--- config.mk ---
export PLATFORM = sky130hd
export DESIGN_NAME = zero_crossing_interpolator_flat
export DESIGN_NICKNAME = d
export VERILOG_FILES = /design/src/design/zci_pkg.sv /design/src/design/zci_req_if.sv /design/src/design/zci_rsp_if.sv /design/src/design/zero_crossing_interpolator.sv /design/src/design/zci_muldiv.sv /design/src/flat_wrapper.sv
export SDC_FILE = /design/constraint.sdc
export NUM_CORES = 2
export LEC_CHECK = 0
export BUFFER_PORTS_ARGS = -buffer_cell sky130_fd_sc_hd__buf_2
export CORE_MARGIN = 1.5
export CORE_UTILIZATION = 42
export CTS_CLUSTER_SIZE = 12
export DETAILED_ROUTE_END_ITERATION = 12
export GPL_ROUTABILITY_DRIVEN = 0
export PLACE_DENSITY = 0.61
export SKIP_LAST_GASP = 1
export SYNTH_ARGS = -nofsm -noshare
export SYNTH_HDL_FRONTEND = slang
export SYNTH_SLANG_ARGS = --single-unit
--- constraint.sdc ---
create_clock -name clock -period 12.65 [get_ports clock]
set_input_delay 1.8975 -clock clock [delete_from_list [all_inputs] [get_ports clock]]
set_output_delay 1.8975 -clock clock [all_outputs]
set_load 0.01 [all_outputs]
--- src/design/zci_pkg.sv ---
// shared control and status types for the zero crossing interpolator
package zci_pkg;

   // command word from the sequencer to the serial multiply-divide unit
   typedef struct packed {
      logic start;
   } zci_ctl_type;

   // status word from the serial multiply-divide unit
   typedef struct packed {
      logic busy;
      logic done;
   } zci_sts_type;

endpackage

--- src/design/zci_req_if.sv ---
// sample channel interface: key, value and series marker with valid/ready
interface zci_req_if #(
   parameter int SAMPLE_WIDTH = 32
);
   logic                           valid;
   logic                           ready;
   logic signed [SAMPLE_WIDTH-1:0] sample_key;
   logic signed [SAMPLE_WIDTH-1:0] sample_value;
   logic                           series_start;

   modport source (
      output valid, sample_key, sample_value, series_start,
      input  ready
   );

   modport sink (
      input  valid, sample_key, sample_value, series_start,
      output ready
   );
endinterface

--- src/design/zci_rsp_if.sv ---
// crossing result channel interface with valid/ready
interface zci_rsp_if #(
   parameter int SAMPLE_WIDTH = 32,
   parameter int INDEX_WIDTH  = 16
);
   logic                           valid;
   logic                           ready;
   logic signed [SAMPLE_WIDTH-1:0] crossing_key;
   logic signed [SAMPLE_WIDTH-1:0] crossing_value;
   logic [INDEX_WIDTH-1:0]         segment_index;
   logic                           degenerate_keys;

   modport source (
      output valid, crossing_key, crossing_value, segment_index, degenerate_keys,
      input  ready
   );

   modport sink (
      input  valid, crossing_key, crossing_value, segment_index, degenerate_keys,
      output ready
   );
endinterface

--- src/design/zero_crossing_interpolator.sv ---
// zero crossing detector with linear interpolation of key and value, top level
// sequence: a word without a crossing is absorbed while the sequencer stays idle; a degenerate
//   (equal keys) crossing goes from accept to the load state and then to the result register;
//   a true crossing is set by two passes of the bit-serial
//   multiply-divide unit (SAMPLE_WIDTH+1 multiply steps and 2*SAMPLE_WIDTH+2 divide steps)
// throughput: one sample word at a time; the next word is taken once the result is parked
// reset: synchronous, clears history, segment count, sequencer and result valid
module zero_crossing_interpolator #(
   parameter int SAMPLE_WIDTH = 32,
   parameter int INDEX_WIDTH  = 16
) (
   input  logic      clock,
   input  logic      reset,
   zci_req_if.sink   req,
   zci_rsp_if.source rsp
);
   import zci_pkg::*;

   localparam int W  = SAMPLE_WIDTH;
   localparam int OP = SAMPLE_WIDTH + 1;   // magnitudes of differences
   localparam int EW = SAMPLE_WIDTH + 2;   // signed sums before clamping

   localparam logic [2:0] ST_IDLE  = 3'd0;
   localparam logic [2:0] ST_PREP  = 3'd1;
   localparam logic [2:0] ST_WAIT1 = 3'd2;
   localparam logic [2:0] ST_WAIT2 = 3'd3;
   localparam logic [2:0] ST_SUM   = 3'd4;
   localparam logic [2:0] ST_SATV  = 3'd5;
   localparam logic [2:0] ST_LOAD  = 3'd6;

   localparam logic [INDEX_WIDTH-1:0] INDEX_MAX = {INDEX_WIDTH{1'b1}};

   // clamp a widened signed sum into the sample range
   function automatic logic signed [W-1:0] clamp(input logic signed [EW-1:0] v);
      logic [EW-W:0] top;
      begin
         top = v[EW-1:W-1];
         if ((&top) || !(|top)) begin
            clamp = v[W-1:0];
         end else if (v[EW-1]) begin
            clamp = {1'b1, {(W-1){1'b0}}};
         end else begin
            clamp = {1'b0, {(W-1){1'b1}}};
         end
      end
   endfunction

   // sequencer and history
   logic [2:0]             state_ff, state_in;
   logic signed [W-1:0]    prev_key_ff, prev_key_in;
   logic signed [W-1:0]    prev_value_ff, prev_value_in;
   logic                   have_prev_ff, have_prev_in;
   logic [INDEX_WIDTH-1:0] seg_count_ff, seg_count_in;

   // working registers of one crossing
   logic signed [W-1:0]    x1_ff, x1_in;
   logic signed [W-1:0]    y1_ff, y1_in;
   logic signed [OP-1:0]   dx_ff, dx_in;
   logic signed [OP-1:0]   dy_ff, dy_in;
   logic [OP-1:0]          a_ff, a_in;
   logic [OP-1:0]          b_ff, b_in;
   logic [OP-1:0]          d_ff, d_in;
   logic                   start_ff, start_in;
   logic signed [EW-1:0]   u_ff, u_in;
   logic signed [EW-1:0]   rs_ff, rs_in;
   logic signed [EW-1:0]   xs_ff, xs_in;
   logic signed [EW-1:0]   ys_ff, ys_in;
   logic signed [W-1:0]    key_ff, key_in;
   logic signed [W-1:0]    val_ff, val_in;
   logic [INDEX_WIDTH-1:0] index_ff, index_in;
   logic                   degen_ff, degen_in;

   // result register, parts the sequencer from the result channel
   logic                   rsp_valid_ff, rsp_valid_in;
   logic signed [W-1:0]    out_key_ff, out_key_in;
   logic signed [W-1:0]    out_value_ff, out_value_in;
   logic [INDEX_WIDTH-1:0] out_index_ff, out_index_in;
   logic                   out_degen_ff, out_degen_in;

   zci_ctl_type            mdv_ctl;
   zci_sts_type            mdv_sts;
   logic [OP-1:0]          mdv_quo;

   logic                   req_take;
   logic                   rsp_take;
   logic                   load_ok;
   logic                   y1_neg, y1_pos, y2_neg, y2_pos;
   logic                   crossing;
   logic [OP-1:0]          mag_y1, mag_dx, mag_dy;
   logic [EW-1:0]          quo_wide;

   zci_muldiv #(
      .OP_WIDTH (OP)
   ) u_muldiv (
      .clock    (clock),
      .reset    (reset),
      .ctl      (mdv_ctl),
      .op_a     (a_ff),
      .op_b     (b_ff),
      .op_d     (d_ff),
      .sts      (mdv_sts),
      .quotient (mdv_quo)
   );

   assign mdv_ctl.start = start_ff;

   // sample words are taken only while the sequencer rests
   assign req.ready = (state_ff == ST_IDLE) && !mdv_sts.busy;
   assign req_take  = req.valid && req.ready;
   assign rsp_take  = rsp_valid_ff && rsp.ready;
   assign load_ok   = !rsp_valid_ff || rsp.ready;

   // strict sign test, zero values never cross
   assign y1_neg   = prev_value_ff[W-1];
   assign y1_pos   = !prev_value_ff[W-1] && (|prev_value_ff);
   assign y2_neg   = req.sample_value[W-1];
   assign y2_pos   = !req.sample_value[W-1] && (|req.sample_value);
   assign crossing = (y1_neg && y2_pos) || (y1_pos && y2_neg);

   // magnitudes feeding the first pass
   assign mag_y1 = y1_ff[W-1] ? (~{y1_ff[W-1], y1_ff} + 1'b1) : {y1_ff[W-1], y1_ff};
   assign mag_dx = dx_ff[OP-1] ? (~dx_ff + 1'b1) : dx_ff;
   assign mag_dy = dy_ff[OP-1] ? (~dy_ff + 1'b1) : dy_ff;

   assign quo_wide = {1'b0, mdv_quo};

   always_comb begin
      state_in      = state_ff;
      prev_key_in   = prev_key_ff;
      prev_value_in = prev_value_ff;
      have_prev_in  = have_prev_ff;
      seg_count_in  = seg_count_ff;
      x1_in         = x1_ff;
      y1_in         = y1_ff;
      dx_in         = dx_ff;
      dy_in         = dy_ff;
      a_in          = a_ff;
      b_in          = b_ff;
      d_in          = d_ff;
      start_in      = 1'b0;
      u_in          = u_ff;
      rs_in         = rs_ff;
      xs_in         = xs_ff;
      ys_in         = ys_ff;
      key_in        = key_ff;
      val_in        = val_ff;
      index_in      = index_ff;
      degen_in      = degen_ff;
      rsp_valid_in  = rsp_take ? 1'b0 : rsp_valid_ff;
      out_key_in    = out_key_ff;
      out_value_in  = out_value_ff;
      out_index_in  = out_index_ff;
      out_degen_in  = out_degen_ff;

      case (state_ff)
         ST_IDLE: begin
            if (req_take) begin
               prev_key_in   = req.sample_key;
               prev_value_in = req.sample_value;
               have_prev_in  = 1'b1;
               if (req.series_start || !have_prev_ff) begin
                  // new series: history replaced, index restarts
                  seg_count_in = '0;
               end else begin
                  if (seg_count_ff != INDEX_MAX) begin
                     seg_count_in = seg_count_ff + 1'b1;
                  end
                  if (crossing) begin
                     x1_in    = prev_key_ff;
                     y1_in    = prev_value_ff;
                     dx_in    = {req.sample_key[W-1], req.sample_key}
                              - {prev_key_ff[W-1], prev_key_ff};
                     dy_in    = {req.sample_value[W-1], req.sample_value}
                              - {prev_value_ff[W-1], prev_value_ff};
                     index_in = seg_count_ff;
                     if (req.sample_key == prev_key_ff) begin
                        // equal keys: crossing at the common key, value zero
                        key_in   = prev_key_ff;
                        val_in   = '0;
                        degen_in = 1'b1;
                        state_in = ST_LOAD;
                     end else begin
                        degen_in = 1'b0;
                        state_in = ST_PREP;
                     end
                  end
               end
            end
         end
         ST_PREP: begin
            // first pass: |y1| * |dx| / |dy|
            a_in     = mag_y1;
            b_in     = mag_dx;
            d_in     = mag_dy;
            start_in = 1'b1;
            state_in = ST_WAIT1;
         end
         ST_WAIT1: begin
            if (mdv_sts.done) begin
               // second pass: |u| * |dy| / |dx|, operands swapped in place
               a_in     = mdv_quo;
               b_in     = d_ff;
               d_in     = b_ff;
               start_in = 1'b1;
               u_in     = dx_ff[OP-1] ? (~quo_wide + 1'b1) : quo_wide;
               state_in = ST_WAIT2;
            end
         end
         ST_WAIT2: begin
            if (mdv_sts.done) begin
               rs_in    = dy_ff[OP-1] ? (~quo_wide + 1'b1) : quo_wide;
               xs_in    = {{(EW-W){x1_ff[W-1]}}, x1_ff} + u_ff;
               state_in = ST_SUM;
            end
         end
         ST_SUM: begin
            ys_in    = {{(EW-W){y1_ff[W-1]}}, y1_ff} + rs_ff;
            key_in   = clamp(xs_ff);
            state_in = ST_SATV;
         end
         ST_SATV: begin
            val_in   = clamp(ys_ff);
            state_in = ST_LOAD;
         end
         ST_LOAD: begin
            // park the word once the result register is free
            if (load_ok) begin
               rsp_valid_in = 1'b1;
               out_key_in   = key_ff;
               out_value_in = val_ff;
               out_index_in = index_ff;
               out_degen_in = degen_ff;
               state_in     = ST_IDLE;
            end
         end
         default: begin
            state_in = ST_IDLE;
         end
      endcase
   end

   always_ff @(posedge clock) begin
      if (reset) begin
         state_ff      <= ST_IDLE;
         prev_key_ff   <= '0;
         prev_value_ff <= '0;
         have_prev_ff  <= 1'b0;
         seg_count_ff  <= '0;
         start_ff      <= 1'b0;
         rsp_valid_ff  <= 1'b0;
      end else begin
         state_ff      <= state_in;
         prev_key_ff   <= prev_key_in;
         prev_value_ff <= prev_value_in;
         have_prev_ff  <= have_prev_in;
         seg_count_ff  <= seg_count_in;
         start_ff      <= start_in;
         rsp_valid_ff  <= rsp_valid_in;
      end
   end

   // payload registers, no reset
   always_ff @(posedge clock) begin
      x1_ff        <= x1_in;
      y1_ff        <= y1_in;
      dx_ff        <= dx_in;
      dy_ff        <= dy_in;
      a_ff         <= a_in;
      b_ff         <= b_in;
      d_ff         <= d_in;
      u_ff         <= u_in;
      rs_ff        <= rs_in;
      xs_ff        <= xs_in;
      ys_ff        <= ys_in;
      key_ff       <= key_in;
      val_ff       <= val_in;
      index_ff     <= index_in;
      degen_ff     <= degen_in;
      out_key_ff   <= out_key_in;
      out_value_ff <= out_value_in;
      out_index_ff <= out_index_in;
      out_degen_ff <= out_degen_in;
   end

   assign rsp.valid           = rsp_valid_ff;
   assign rsp.crossing_key    = out_key_ff;
   assign rsp.crossing_value  = out_value_ff;
   assign rsp.segment_index   = out_index_ff;
   assign rsp.degenerate_keys = out_degen_ff;

endmodule

--- src/design/zci_muldiv.sv ---
// bit-serial unit computing floor(a * b / d) by shift-add multiply then restoring divide
module zci_muldiv #(
   parameter int OP_WIDTH = 33
) (
   input  logic                  clock,
   input  logic                  reset,
   input  zci_pkg::zci_ctl_type  ctl,
   input  logic [OP_WIDTH-1:0]   op_a,
   input  logic [OP_WIDTH-1:0]   op_b,
   input  logic [OP_WIDTH-1:0]   op_d,
   output zci_pkg::zci_sts_type  sts,
   output logic [OP_WIDTH-1:0]   quotient
);
   import zci_pkg::*;

   localparam int CNT_WIDTH = $clog2(2 * OP_WIDTH);
   localparam logic [CNT_WIDTH-1:0] MUL_LAST = CNT_WIDTH'(OP_WIDTH - 1);
   localparam logic [CNT_WIDTH-1:0] DIV_LAST = CNT_WIDTH'(2 * OP_WIDTH - 1);

   localparam logic [1:0] PH_IDLE = 2'd0;
   localparam logic [1:0] PH_MUL  = 2'd1;
   localparam logic [1:0] PH_DIV  = 2'd2;

   logic [1:0]           phase_ff, phase_in;
   logic [CNT_WIDTH-1:0] cnt_ff, cnt_in;
   logic                 done_ff, done_in;
   logic [OP_WIDTH-1:0]  hi_ff, hi_in;
   logic [OP_WIDTH-1:0]  lo_ff, lo_in;
   logic [OP_WIDTH-1:0]  mcand_ff, mcand_in;
   logic [OP_WIDTH-1:0]  dvsr_ff, dvsr_in;
   logic [OP_WIDTH-1:0]  rem_ff, rem_in;
   logic [OP_WIDTH-1:0]  quo_ff, quo_in;

   logic [OP_WIDTH:0]    add_sum;
   logic [OP_WIDTH:0]    trial;
   logic [OP_WIDTH:0]    trial_diff;
   logic                 trial_ge;

   // one partial product per cycle
   assign add_sum = {1'b0, hi_ff} + (lo_ff[0] ? {1'b0, mcand_ff} : {(OP_WIDTH+1){1'b0}});

   // one quotient bit per cycle, numerator bits taken msb first from the product
   assign trial      = {rem_ff, hi_ff[OP_WIDTH-1]};
   assign trial_ge   = trial >= {1'b0, dvsr_ff};
   assign trial_diff = trial - {1'b0, dvsr_ff};

   always_comb begin
      phase_in = phase_ff;
      cnt_in   = cnt_ff;
      done_in  = 1'b0;
      hi_in    = hi_ff;
      lo_in    = lo_ff;
      mcand_in = mcand_ff;
      dvsr_in  = dvsr_ff;
      rem_in   = rem_ff;
      quo_in   = quo_ff;
      case (phase_ff)
         PH_IDLE: begin
            if (ctl.start) begin
               hi_in    = '0;
               lo_in    = op_b;
               mcand_in = op_a;
               dvsr_in  = op_d;
               rem_in   = '0;
               quo_in   = '0;
               cnt_in   = '0;
               phase_in = PH_MUL;
            end
         end
         PH_MUL: begin
            hi_in  = add_sum[OP_WIDTH:1];
            lo_in  = {add_sum[0], lo_ff[OP_WIDTH-1:1]};
            cnt_in = cnt_ff + 1'b1;
            if (cnt_ff == MUL_LAST) begin
               cnt_in   = '0;
               phase_in = PH_DIV;
            end
         end
         PH_DIV: begin
            hi_in  = {hi_ff[OP_WIDTH-2:0], lo_ff[OP_WIDTH-1]};
            lo_in  = {lo_ff[OP_WIDTH-2:0], 1'b0};
            rem_in = trial_ge ? trial_diff[OP_WIDTH-1:0] : trial[OP_WIDTH-1:0];
            quo_in = {quo_ff[OP_WIDTH-2:0], trial_ge};
            cnt_in = cnt_ff + 1'b1;
            if (cnt_ff == DIV_LAST) begin
               done_in  = 1'b1;
               phase_in = PH_IDLE;
            end
         end
         default: begin
            phase_in = PH_IDLE;
         end
      endcase
   end

   always_ff @(posedge clock) begin
      if (reset) begin
         phase_ff <= PH_IDLE;
         cnt_ff   <= '0;
         done_ff  <= 1'b0;
      end else begin
         phase_ff <= phase_in;
         cnt_ff   <= cnt_in;
         done_ff  <= done_in;
      end
   end

   always_ff @(posedge clock) begin
      hi_ff    <= hi_in;
      lo_ff    <= lo_in;
      mcand_ff <= mcand_in;
      dvsr_ff  <= dvsr_in;
      rem_ff   <= rem_in;
      quo_ff   <= quo_in;
   end

   assign sts.busy = (phase_ff != PH_IDLE);
   assign sts.done = done_ff;
   assign quotient = quo_ff;

endmodule
--- src/flat_wrapper.sv ---
// flat-port wrapper written by rule: the top's interface ports become plain ports
module zero_crossing_interpolator_flat import zci_pkg::*;
#(
   parameter int SAMPLE_WIDTH = 32,
   parameter int INDEX_WIDTH  = 16
)
  (clock, reset, req_valid, req_sample_key, req_sample_value, req_series_start, req_ready, rsp_valid, rsp_crossing_key, rsp_crossing_value, rsp_segment_index, rsp_degenerate_keys, rsp_ready);
  zci_req_if #(.SAMPLE_WIDTH(SAMPLE_WIDTH)) req_i ();
  zci_rsp_if #(.SAMPLE_WIDTH(SAMPLE_WIDTH), .INDEX_WIDTH(INDEX_WIDTH)) rsp_i ();
  input  logic clock;
  input  logic reset;
  input wire logic [$bits(req_i.valid)-1:0] req_valid;
  input wire logic [$bits(req_i.sample_key)-1:0] req_sample_key;
  input wire logic [$bits(req_i.sample_value)-1:0] req_sample_value;
  input wire logic [$bits(req_i.series_start)-1:0] req_series_start;
  output wire logic [$bits(req_i.ready)-1:0] req_ready;
  output wire logic [$bits(rsp_i.valid)-1:0] rsp_valid;
  output wire logic [$bits(rsp_i.crossing_key)-1:0] rsp_crossing_key;
  output wire logic [$bits(rsp_i.crossing_value)-1:0] rsp_crossing_value;
  output wire logic [$bits(rsp_i.segment_index)-1:0] rsp_segment_index;
  output wire logic [$bits(rsp_i.degenerate_keys)-1:0] rsp_degenerate_keys;
  input wire logic [$bits(rsp_i.ready)-1:0] rsp_ready;
  assign req_i.valid = req_valid;
  assign req_i.sample_key = req_sample_key;
  assign req_i.sample_value = req_sample_value;
  assign req_i.series_start = req_series_start;
  assign req_ready = req_i.ready;
  assign rsp_valid = rsp_i.valid;
  assign rsp_crossing_key = rsp_i.crossing_key;
  assign rsp_crossing_value = rsp_i.crossing_value;
  assign rsp_segment_index = rsp_i.segment_index;
  assign rsp_degenerate_keys = rsp_i.degenerate_keys;
  assign rsp_i.ready = rsp_ready;
  zero_crossing_interpolator #(.SAMPLE_WIDTH(SAMPLE_WIDTH), .INDEX_WIDTH(INDEX_WIDTH)) u_core (.clock(clock), .reset(reset), .req(req_i), .rsp(rsp_i));
endmodule
# --- After elaboration in Yosys (flattened, before gate mapping) ---
# Cells that the tools add are included.
word_totals:
  ff_bits: 821
  in_bits: 69
  out_inout_bits: 83
  wordCells: 184
classes:
  n_mux: 57
  magnitude_cmp: 1
  n_eq_ne: 22
  addsub: 12
  n_reduce_logical: 49
  n_bitwise: 6
op_table:
  columns: ["cell", "count"]
  rows:
  - ["two-way mux 33 bit", 12]
  - ["two-way mux 32 bit", 12]
  - ["case mux 33 bit (2 select lines)", 5]
  - ["case mux 33 bit (3 select lines)", 2]
  - ["case mux 32 bit (2 select lines)", 2]
  - ["adder 33 x 1 -> 33 bit (second input constant)", 3]
  - ["inverter 33 bit", 3]
  - ["adder 34 bit", 2]
  - ["subtractor 32 x 32 -> 33 bit", 2]
  - ["OR reduction 32 bit", 2]
  - ["adder 33 x 34 -> 34 bit", 1]
  - ["adder 34 x 1 -> 34 bit (second input constant)", 1]
  - [">= comparator 34 x 33 -> 1 bit", 1]
  - ["inverter 33 -> 34 bit", 1]
  - ["subtractor 33 bit", 1]
  - ["== test 32 bit", 1]
  - ["two-way mux 16 bit", 2]
  - ["two-way mux 3 bit", 7]
  - ["case mux 3 bit (7 select lines)", 1]
  - ["case mux 7 bit (3 select lines)", 1]
  - ["adder 16 x 1 -> 16 bit (second input constant)", 1]
  - ["inequality test 16 bit (second input constant)", 1]
  - ["AND reduction 2 bit", 8]
  - ["two-way mux 7 bit", 2]
  - ["28 further kinds", 73]

# --- Depth between registers and ports, before layout ---
depth:
  word_depth: 8
  depth_mapped: 14
  mapped_depth_nobuf: 13

# --- Hierarchy ---
# From an unflattened synthesis, not the netlist that was laid out.
hier_totals:
  cells_unflattened: 3907
  hier_area_um2: 42752.3
by_module_without_submodules:
  columns: ["module", "seq_area_each_um2", "area_each_um2", "n_inst", "cells_per_inst"]
  rows:
  - ["zero_crossing_interpolator", 17546.8, 30783.3, 1, 2799]
  - ["zci_muldiv", 6145.9, 11969.0, 1, 1108]

# --- Worst setup path after synthesis ---
# No wires, ideal clock.
synth_path:
  path_type: "input -> register"
  startpoint: "in req_sample_value[28]"
  endpoint: "reg u_core.state_ff[0]"
  arrival_ps: 6378
  setup_slack_ps: 6176
  required_time_ps: 12554
  path_buffers: 0
  path_stages: 9
  cell_sequence: "nor4_1 nand4_1 nor2_1 nor2_1 a21oi_1 nor2b_1 and2_1 o21bai_1 o31ai_1"
synth_between:
  elab_chain_len: 6
synth_rtl:
  columns: ["item", "line_no", "source"]
  rows:
  - ["from (decl)", "flat_wrapper.sv:14", "input wire logic [$bits(req_i.sample_value)-1:0] req_sample_value;"]
  - ["OR reduction 32 bit", "zero_crossing_interpolator.sv:117", "assign y2_pos = !req.sample_value[W-1] && (|req.sample_value);"]
  - ["logical AND 1 bit", "zero_crossing_interpolator.sv:117", null]
  - ["logical AND 1 bit", "zero_crossing_interpolator.sv:118", "assign crossing = (y1_neg && y2_pos) || (y1_pos && y2_neg);"]
  - ["logical OR 1 bit", "zero_crossing_interpolator.sv:118", null]
  - ["inequality test 2 x 1 -> 1 bit (no source line)", null, null]
  - ["AND reduction 6 bit (no source line)", null, null]
  - ["to (signal assigned)", "zero_crossing_interpolator.sv:252", "state_ff <= state_in;"]
  - ["to (decl)", "zero_crossing_interpolator.sv:49", "logic [2:0] state_ff, state_in;"]
# No other way between the ends.
# A chain may end at the register's enable or synchronous reset.

# --- Worst setup path in the final report ---
layout_path:
  startpoint: "in req_sample_value[31]"
  endpoint: "reg u_core.index_ff[2], enable pin"
layout_between:
  elab_chain_len: 5
  word_cells_on_any_way: 7
  cone_classes: "7 x reduce/logical"
layout_rtl:
  columns: ["item", "line_no", "source"]
  rows:
  - ["OR reduction 32 bit or logical NOT 1 bit (tied branches)", "zero_crossing_interpolator.sv:117", null]
  - ["logical AND 1 bit", "zero_crossing_interpolator.sv:117", null]
  - ["logical AND 1 bit", "zero_crossing_interpolator.sv:118", null]
  - ["logical OR 1 bit *", "zero_crossing_interpolator.sv:118", null]
  - ["AND reduction 4 bit (no source line) *", null, null]
  - ["to (signal assigned)", "zero_crossing_interpolator.sv:277", "index_ff <= index_in;"]
  - ["to (decl)", "zero_crossing_interpolator.sv:70", "logic [INDEX_WIDTH-1:0] index_ff, index_in;"]
# Mark *: on every way between the ends. The rest lies on a longest branch, timed or not.

==> metrics <==
Max Cap Violations=0; ys async rst share=0; row count=116; Area contributors post-synth=edfxtp_1 51%, ha_1 6.1%, dfxtp_1 4.5%; DRT Pass-1 Iters=5; nets=4276; Setup crit end kind=register; leakage power=17.2 nW; post-synthesis cell type count=81; Slew HR=0.163; vias in the first global route=28700; status=complete, no violations; post-DR vias/cell=5.60; highest clock rate=0.209 GHz; startpoint types=input port; Die Ht=321 um; CTS buffer count=89; share of the synthesized area in the top cell type=0.514; Avg Cell Area, Syn=10.9 um2; Post-synth EDFFs=725; Synth area leader=edfxtp_1; Routed Antenna Nets=0; H-tree Lvls=3; Hold WS=0.400 ns; synthesized netlist cell count=3877; vias=30000; post-synth net total=4159; area growth from synthesis to layout=11.6%; final WL=113000 um; CP Max Fanout=55; Clock Skews=0.0330 ns; clk sinks=821; # port buffers=151; CTS tree=yes; peak supply drop=0.0981 mV; register area share after synthesis=0.559; Placeable Area=100000 um2; DIE AREA=103000 um2; TNS Setup=0 ns; WS Path Type=in2reg; worst-margin pin slew=1.25 ns; Tmin final=4.79 ns; P per Cell Area=142 nW/um2; total grt overflow=0; initial antenna violation count=9; CTS resizes=0; prevailing post-synth register cell=edfxtp_1; Hold Vio Cnt, Final=0; yosys warns=0; hold buffers post-CTS=0; RSZ-0062 raised after global routing=false; CP Data Arrival Time=5.05 ns; endpoints failing setup=0; Worst Hold Class=reg2reg; Post-DP HPWL=82500 um; layout cells sized above 1=0.0916; Starting DRT DRC Count=2548; Clk Latency, worst-skew pair=0.66 ns; Pwr Total=6.71 mW; all-layer global routing usage=0.217; CTS max path bufs=3; synthesis-stage register bit count=821; CP Data Required Time=12.92 ns; fin. max-slew vios=0; mapped cell area=42400 um2; largest net degree at the start of global routing=119; filler cell count=9155; I/O Pins=152; wire per inst=21.1 um; drt drc=0; Initial Util=0.424; Worst-path clk slew=0.06 ns; post-CTS setup buffers=0; Final period util=0.378; Root Driver=clkbuf_16; first-pass GRT wire length=172000 um; die extent in x=321 um
## where the power goes
group	leakage, nW	switching (mW)	internal, mW	total, mW
Combinational	8.40	0.604	0.356	0.960
Clock	1.36	1.07	1.45	2.52
Sequential	7.42	0.122	3.11	3.23
Total	17.2	1.80	4.91	6.71
## path summary, 6_finish.rpt
check | to | depth (start not counted) | from | slack [ns]
setup / recovery | u_core.index_ff[2]$_DFFE_PP_ | 10 | req_sample_value[31] | 7.86
hold / removal | u_core.u_muldiv.mcand_ff[6]$_DFFE_PP_ | 0 | u_core.a_ff[6]$_DFFE_PP_ | 0.40
setup reg to reg | u_core.u_muldiv.rem_ff[15]$_SDFFCE_PN0P_ | 13 | u_core.u_muldiv.hi_ff[32]$_DFFE_PP_ | 8.29
hold reg to reg | u_core.u_muldiv.mcand_ff[6]$_DFFE_PP_ | 0 | u_core.a_ff[6]$_DFFE_PP_ | 0.40
## cell usage after synthesis, types with 31 or more instances
cell type and count:
edfxtp_1 725, nand2_1 486, a21oi_1 292, nor2_1 270, o21ai_0 253, ha_1 207, xnor2_1 181, inv_1 169
xor2_1 153, clkbuf_1 142, a21o_1 107, dfxtp_1 96, and2_1 69, o21a_1 57, nand3_1 54, o31ai_1 37
a22oi_1 35, nand2b_1 34, nor2b_1 32, o22ai_1 32, nor3_1 31
## flip-flops by register name, indices dropped and copies added (netlist names), 34 cells and up
register,flops
u_core.rs_ff,34
u_core.xs_ff,34
u_core.ys_ff,34
u_core.u_ff,34
## routing by layer
metal | vias to the layer above | GRT usage | routed length (um)
met2 | 968 | 0.359 | 53500
met1 | 14500 | 0.295 | 50200
met4 | 0 | 0.0709 | 3380
met3 | 166 | 0.0265 | 6080
li1 | 14400 | - | -
met5 | - | 0 | 0
## per-stage QoR
| step | area [um2] | setup slack [ns] | cells | util |
|---|---|---|---|---|
| 2_1_floorplan | 42400 | 6.18 | 3877 | - |
| 5_1_grt | 47300 | 7.69 | 5360 | 0.473 |
| 3_3_place_gp | 44500 | 7.19 | 5201 | 0.445 |
| 4_1_cts | 47300 | 7.86 | 5360 | 0.473 |
| 3_5_place_dp | 44500 | 7.19 | 5201 | 0.445 |
| 6_report | 47300 | 7.86 | 5366 | 0.473 |
## placed cells by master (no fill, tap or decap), types with 31 or more instances in the layout
cell type / n
nand2b_1: 34
a21oi_1: 289
nand2_1: 485
nor3_1: 31
buf_2: 151
o22ai_1: 32
inv_1: 167
clkbuf_16: 91
ha_1: 205
nor2_1: 265
buf_4: 31
and2_1: 67
o21ai_0: 252
a22oi_1: 35
o31ai_1: 37
edfxtp_1: 725
nor2b_1: 32
a21o_1: 107
dfxtp_1: 96
xor2_1: 153
xnor2_1: 181
o21a_1: 57
nand3_1: 54
## critical path, stage by stage
cell and delay, ns:
buf_2 0.17, nor4_1 0.09, nand4_1 0.10, nor2_1 0.07
nor2_1 0.08, a21oi_1 0.07, nor2b_1 0.45, and2_4 0.67
buf_4 0.68, buf_4 0.69
## cells by family (layout without fill, tap and decap cells)
logic type	count (synthesis)	in the layout	share of synthesized area
other	0	6	0
DFF	821	821	0.559
AOI/OAI and AO/OA	992	992	0.145
adders and majority gates	213	213	0.0639
and+or+nand+nor	1177	1177	0.131
xor gates and xnor gates	334	334	0.0690
buffers and inverters	328	513	0.0292
muxes	12	12	0.00283
## cell type report
| type | count | area, um2 | share of cell area |
|---|---|---|---|
| diodes | 6 | 15.0 | 0.000317 |
| clock buffers | 128 | 2520 | 0.0532 |
| clock inverters | 31 | 283 | 0.00598 |
| inverters | 172 | 646 | 0.0136 |
| multi-input cells | 2728 | 17600 | 0.371 |
| flip-flops and latches | 821 | 23700 | 0.501 |
| well taps | 1298 | 1620 | 0.0343 |
| repair buffers | 182 | 988 | 0.0209 |
Note: power is estimated with default switching activity, not from simulation.
